[config.mk]
export PLATFORM = sky130hd
export DESIGN_NAME = rmap_divider
export DESIGN_NICKNAME = d
export VERILOG_FILES = /design/src/rmap_pkg.sv /design/src/rmap_divider.sv
export SDC_FILE = /design/constraint.sdc
export NUM_CORES = 1
export LEC_CHECK = 0
export ABC_AREA = 1
export BUFFER_PORTS_ARGS = -buffer_cell sky130_fd_sc_hd__buf_2
export CAP_MARGIN = 10
export CORE_MARGIN = 4
export CORE_UTILIZATION = 35
export CTS_CLUSTER_DIAMETER = 80
export DETAILED_ROUTE_END_ITERATION = 6
export PLACE_DENSITY = 0.56
export SLEW_MARGIN = 20
export SYNTH_ARGS = -nofsm -noshare
export SYNTH_HDL_FRONTEND = slang
export SYNTH_SLANG_ARGS = --single-unit
[constraint.sdc]
create_clock -name clk -period 2.44 [get_ports clk]
set_clock_uncertainty 0.15 [all_clocks]
set_input_delay 0.488 -clock clk [delete_from_list [all_inputs] [get_ports clk]]
set_output_delay 0.488 -clock clk [all_outputs]
set_load 0.02 [all_outputs]
[src/rmap_pkg.sv]
package rmap_pkg;

    localparam int MAX_MASKS   = 8;
    localparam int MAX_ROWS    = 256;
    localparam int MAX_COLUMNS = 256;
    localparam int CHANNELS    = 8;

    localparam int MASK_W  = 3;
    localparam int ROW_W   = 8;
    localparam int CH_W    = 3;
    localparam int SPAN_W  = 9;
    localparam int SUM_W   = 33;
    localparam int CNT_W   = 17;
    localparam int SADDR_W = MASK_W + ROW_W;
    localparam int SUMS_W  = MASK_W + CH_W;
    localparam int QW      = 33;

    localparam logic [CNT_W-1:0] COUNT_MAX = {CNT_W{1'b1}};

    typedef enum logic [1:0] {
        CMD_LOAD  = 2'd0,
        CMD_PIXEL = 2'd1,
        CMD_READ  = 2'd2,
        CMD_CLEAR = 2'd3
    } cmd_t;

    typedef enum logic [1:0] {
        REG_ROWS     = 2'd0,
        REG_COLUMNS  = 2'd1,
        REG_CHANNELS = 2'd2,
        REG_MASKS    = 2'd3
    } reg_idx_t;

    typedef struct packed {
        logic [1:0]         cmd;
        logic [2:0]         mask_index;
        logic [7:0]         row;
        logic signed [15:0] span_start;
        logic signed [15:0] span_end;
        logic [7:0]         column;
        logic [2:0]         channel;
        logic signed [15:0] pixel_value;
    } in_item_t;

    typedef struct packed {
        logic [2:0]         out_mask;
        logic [2:0]         out_channel;
        logic signed [15:0] average;
        logic [16:0]        pixel_count;
        logic               last;
    } out_item_t;

    typedef struct packed {
        logic             start;
        logic [QW-1:0]    dividend;
        logic [CNT_W-1:0] divisor;
    } div_req_t;

    typedef struct packed {
        logic          done;
        logic [QW-1:0] quotient;
    } div_rsp_t;

endpackage

[src/rmap_divider.sv]
module rmap_divider
    import rmap_pkg::*;
(
    input  logic     clk,
    input  logic     rst_n,
    input  div_req_t req,
    output div_rsp_t rsp
);

    logic [QW-1:0]    q_reg, q_next;
    logic [CNT_W:0]   r_reg, r_next;
    logic [CNT_W-1:0] d_reg;
    logic [5:0]       n_reg, n_next;
    logic             busy_reg, busy_next;
    logic             done_reg, done_next;
    logic [CNT_W+1:0] trial;

    always_comb
    begin
        q_next    = q_reg;
        r_next    = r_reg;
        n_next    = n_reg;
        busy_next = busy_reg;
        done_next = 1'b0;
        trial     = '0;
        if (req.start)
        begin
            q_next    = req.dividend;
            r_next    = '0;
            n_next    = 6'(QW);
            busy_next = 1'b1;
        end
        else if (busy_reg)
        begin
            trial = {r_reg, q_reg[QW-1]} - {2'b00, d_reg};
            if (!trial[CNT_W+1])
            begin
                r_next = trial[CNT_W:0];
                q_next = {q_reg[QW-2:0], 1'b1};
            end
            else
            begin
                r_next = {r_reg[CNT_W-1:0], q_reg[QW-1]};
                q_next = {q_reg[QW-2:0], 1'b0};
            end
            n_next = n_reg - 6'd1;
            if (n_reg == 6'd1)
            begin
                busy_next = 1'b0;
                done_next = 1'b1;
            end
        end
    end

    always_ff @(posedge clk or negedge rst_n)
    begin
        if (!rst_n)
        begin
            busy_reg <= 1'b0;
            done_reg <= 1'b0;
            n_reg    <= '0;
        end
        else
        begin
            busy_reg <= busy_next;
            done_reg <= done_next;
            n_reg    <= n_next;
        end
    end

    always_ff @(posedge clk)
    begin
        q_reg <= q_next;
        r_reg <= r_next;
        if (req.start)
        begin
            d_reg <= req.divisor;
        end
    end

    assign rsp.done     = done_reg;
    assign rsp.quotient = q_reg;

endmodule

==> results.toml <==
[worst_setup_path]
cp_top_family = "adder cells"
r2r-end = "q_reg[0]"
crit_slowest_cell = "fa_1"
r2r_start = "q_reg[32]"
crit_fanout = 19
rr_worst_depth = 11
worstPathRequired_ns = 2.36
criticalPathCategory = "reg -> reg"
endpoint_kind = "register"
path_common_cell = "nand2_2"
critPathLaunch = "q_reg[32]"
cp.arrival_ns = 2.17
crit_buf_inv = 2
start_kind = "register"
cp.depth = 11
crit_chain = "inv_1 > ha_1 > fa_1 > inv_1 > nand3_2 > nand3_2 > nand2_2 > nand2_2 > nand2_2 > nand2_8 > o21ai_1"
r2r_slack_ns = 0.19
max_stage_delay_ns = 0.43
endpoint = "q_reg[0]"

[cells_and_area]
synthToLayoutAreaGrowth_pct = 21.2
drive_gt1_share_pct = 20.5
final_area_um2 = 5300
final_common_cell = "nand2_1"
fin_cells = 825
fin_util_pct = 43.8
layout_common_cells = "230 x nand2_1, 86 x buf_2, 79 x inv_1"
largest_reg_flops = 33
n_antenna_cell = 0
n_fill_cell = 1264
fin_nets = 725

[sta]
rsz0062_at_grt = "no"
tns_ns = 0
min_period_ns = 2.25
max_freq_mhz = 445
setup_viol = 0
fin_ws_ns = 0.191
worst_pin_slew_ns = 0.409
drv_slew = 0
fin_crit_sh_pct = 92.2
slew_headroom_pct = 72.7
hold_violations = 0

[yosys]
ys_ff_latch = 76
synth.avg_cell_area_um2 = 7.80
ys.flop_type = "edfxtp_1"
synthArstFlopShare_pct = 10.5
synth.distinct_cells = 33
synth_top_area_share_pct = 34.3
yosys.area.top_type = "edfxtp_1"
synth_nets = 634
synth_area_um2 = 4370
synth_edf_count = 50
synthCells = 561
synth_area_leaders = "edfxtp_1 34%, nand2_1 20%, dfxtp_1 8.2%"
yosysWarningCount = 0
ys_seq_area_share_pct = 47.1

[place]
gp_congestion = 0.856
portBuffers = 86
dp_cells = 808
placed_area_um2 = 5000
dpl.hpwl_um = 7530
dp_slack_ns = 0.104

[floorplanning]
num_rows = 40
ios = 87
die_area_um2 = 14400
die_w_um = 120
core_area_um2 = 12100
start_util_pct = 36.1
die_h_um = 120

[power_and_ir_drop]
peakVddDrop_mv = 0.400
combPwrFrac_pct = 43.5
leakagePower_nw = 2.76
switchingPower_w = 0.00220
seqPwrFrac_pct = 33.7
power.density_nw_per_um2 = 1020
p_int_w = 0.00320
pwr-share-clk_pct = 22.8
sw_frac_of_total_pct = 40.8

[clock_tree]
clkTransAtPathRegs_ns = 0.06
clockBufferDepth = 2
cts-buffers-inserted = 9
cts_tree = "yes"
cts_sinks = 76
clk-insertion-delay-late_ns = 0.33
htree_levels = 3
post-cts-setup-buffers = 0
root_buffer = "clkbuf_16"

[detailed_routing]
drtIter0Drc = 139
routedWlPerCell_um = 12.3
num_vias = 3734
ant_nets = 0
drcViolationCount = 0
first_pass_iters = 4
vias_per_cell = 4.53
drt-total-wl_um = 10100

[global_routing]
grt_pass1_wl_um = 17300
grt-ovfl-total = 0
grt_antenna_before_repair = 0
grt_use_total_pct = 14.9
grt_max_degree = 43
grt_pass1_vias = 3790

[worst_hold_path]
worst_hold_path_type = "in -> reg"

[run_status]
outcome = "completed"

[run]
cap_violations = 0
-- worst register-to-register path: cells and delay by family (launching register included) --
kind | cells | cell delay (ns)
fa+ha+maj | 2 | 0.66
simple gates | 6 | 0.59
buf+inv | 2 | 0.17
compound gates | 1 | 0.08
flops | 1 | 0.34
-- area by class of cell --
cell class | count | area (µm²) | share of cell area (%)
sequential | 76 | 2060 | 38.9
multi-input combinational | 392 | 1950 | 36.8
timing repair buffer | 92 | 503 | 9.49
inverter | 81 | 304 | 5.74
clock buffer | 13 | 250 | 4.72
tap | 168 | 210 | 3.97
clock inverter | 3 | 22.5 | 0.425
-- timing repair --
action,in CTS,in global routing
hold buffers,1,0
endpoints found under the hold margin,8,0
setup endpoints to repair,0,11
resized for setup,0,2
-- synthesized netlist by cell type (all sizes together) (4+ instances only) --
cell type / number
dfxtp: 18
xnor2: 4
dfrtp: 8
o21ai: 13
clkbuf: 5
nand3: 42
a21oi: 16
edfxtp: 50
ha: 19
nor2: 27
nand2: 251
nor3: 9
buf: 7
xor2: 6
inv: 80
-- worst min-delay path by stage --
stage                       from       end  slack [ns]  cells after the start
after floorplan            rst_n  busy_reg        0.04                      0
after global placement     rst_n  n_reg[3]        0.19                      1
after detailed placement   rst_n  n_reg[3]        0.19                      1
after CTS                 req[1]  d_reg[1]        0.16                      1
after global routing      req[7]  d_reg[7]        0.16                      1
final                     req[1]  d_reg[1]        0.18                      1
-- per-layer routing --
layer	wire length, µm	global-route usage, %
met5	0	0
met4	173	6.23
met3	789	4.85
met2	4490	23.8
met1	4670	18.7
-- metrics by stage --
step,power [W],hold WS [ns]
2_1_floorplan,0.00369,0.0424
3_3_place_gp,0.00413,0.189
3_5_place_dp,0.00415,0.194
4_1_cts,0.00541,0.164
5_1_grt,0.00588,0.165
6_report,0.00540,0.175
-- power groups by stage --
stage / clock, W / sequential, W / combinational [W]
after floorplan: 0 / 0.00191 / 0.00177
final: 0.00123 / 0.00182 / 0.00235
after global placement: 0 / 0.00183 / 0.00229
after CTS: 0.00127 / 0.00182 / 0.00232
after detailed placement: 0 / 0.00184 / 0.00231
after global routing: 0.00133 / 0.00185 / 0.00270
-- cells by family after synthesis --
group	count (synthesis)	share of synthesized area, %
fa+ha+maj	20	5.89
flops	76	47.1
xor+xnor	10	2.00
buf+inv	93	8.72
simple gates	332	32.5
compound gates	30	3.72
No activity file was read; power rests on OpenSTA's default activity.
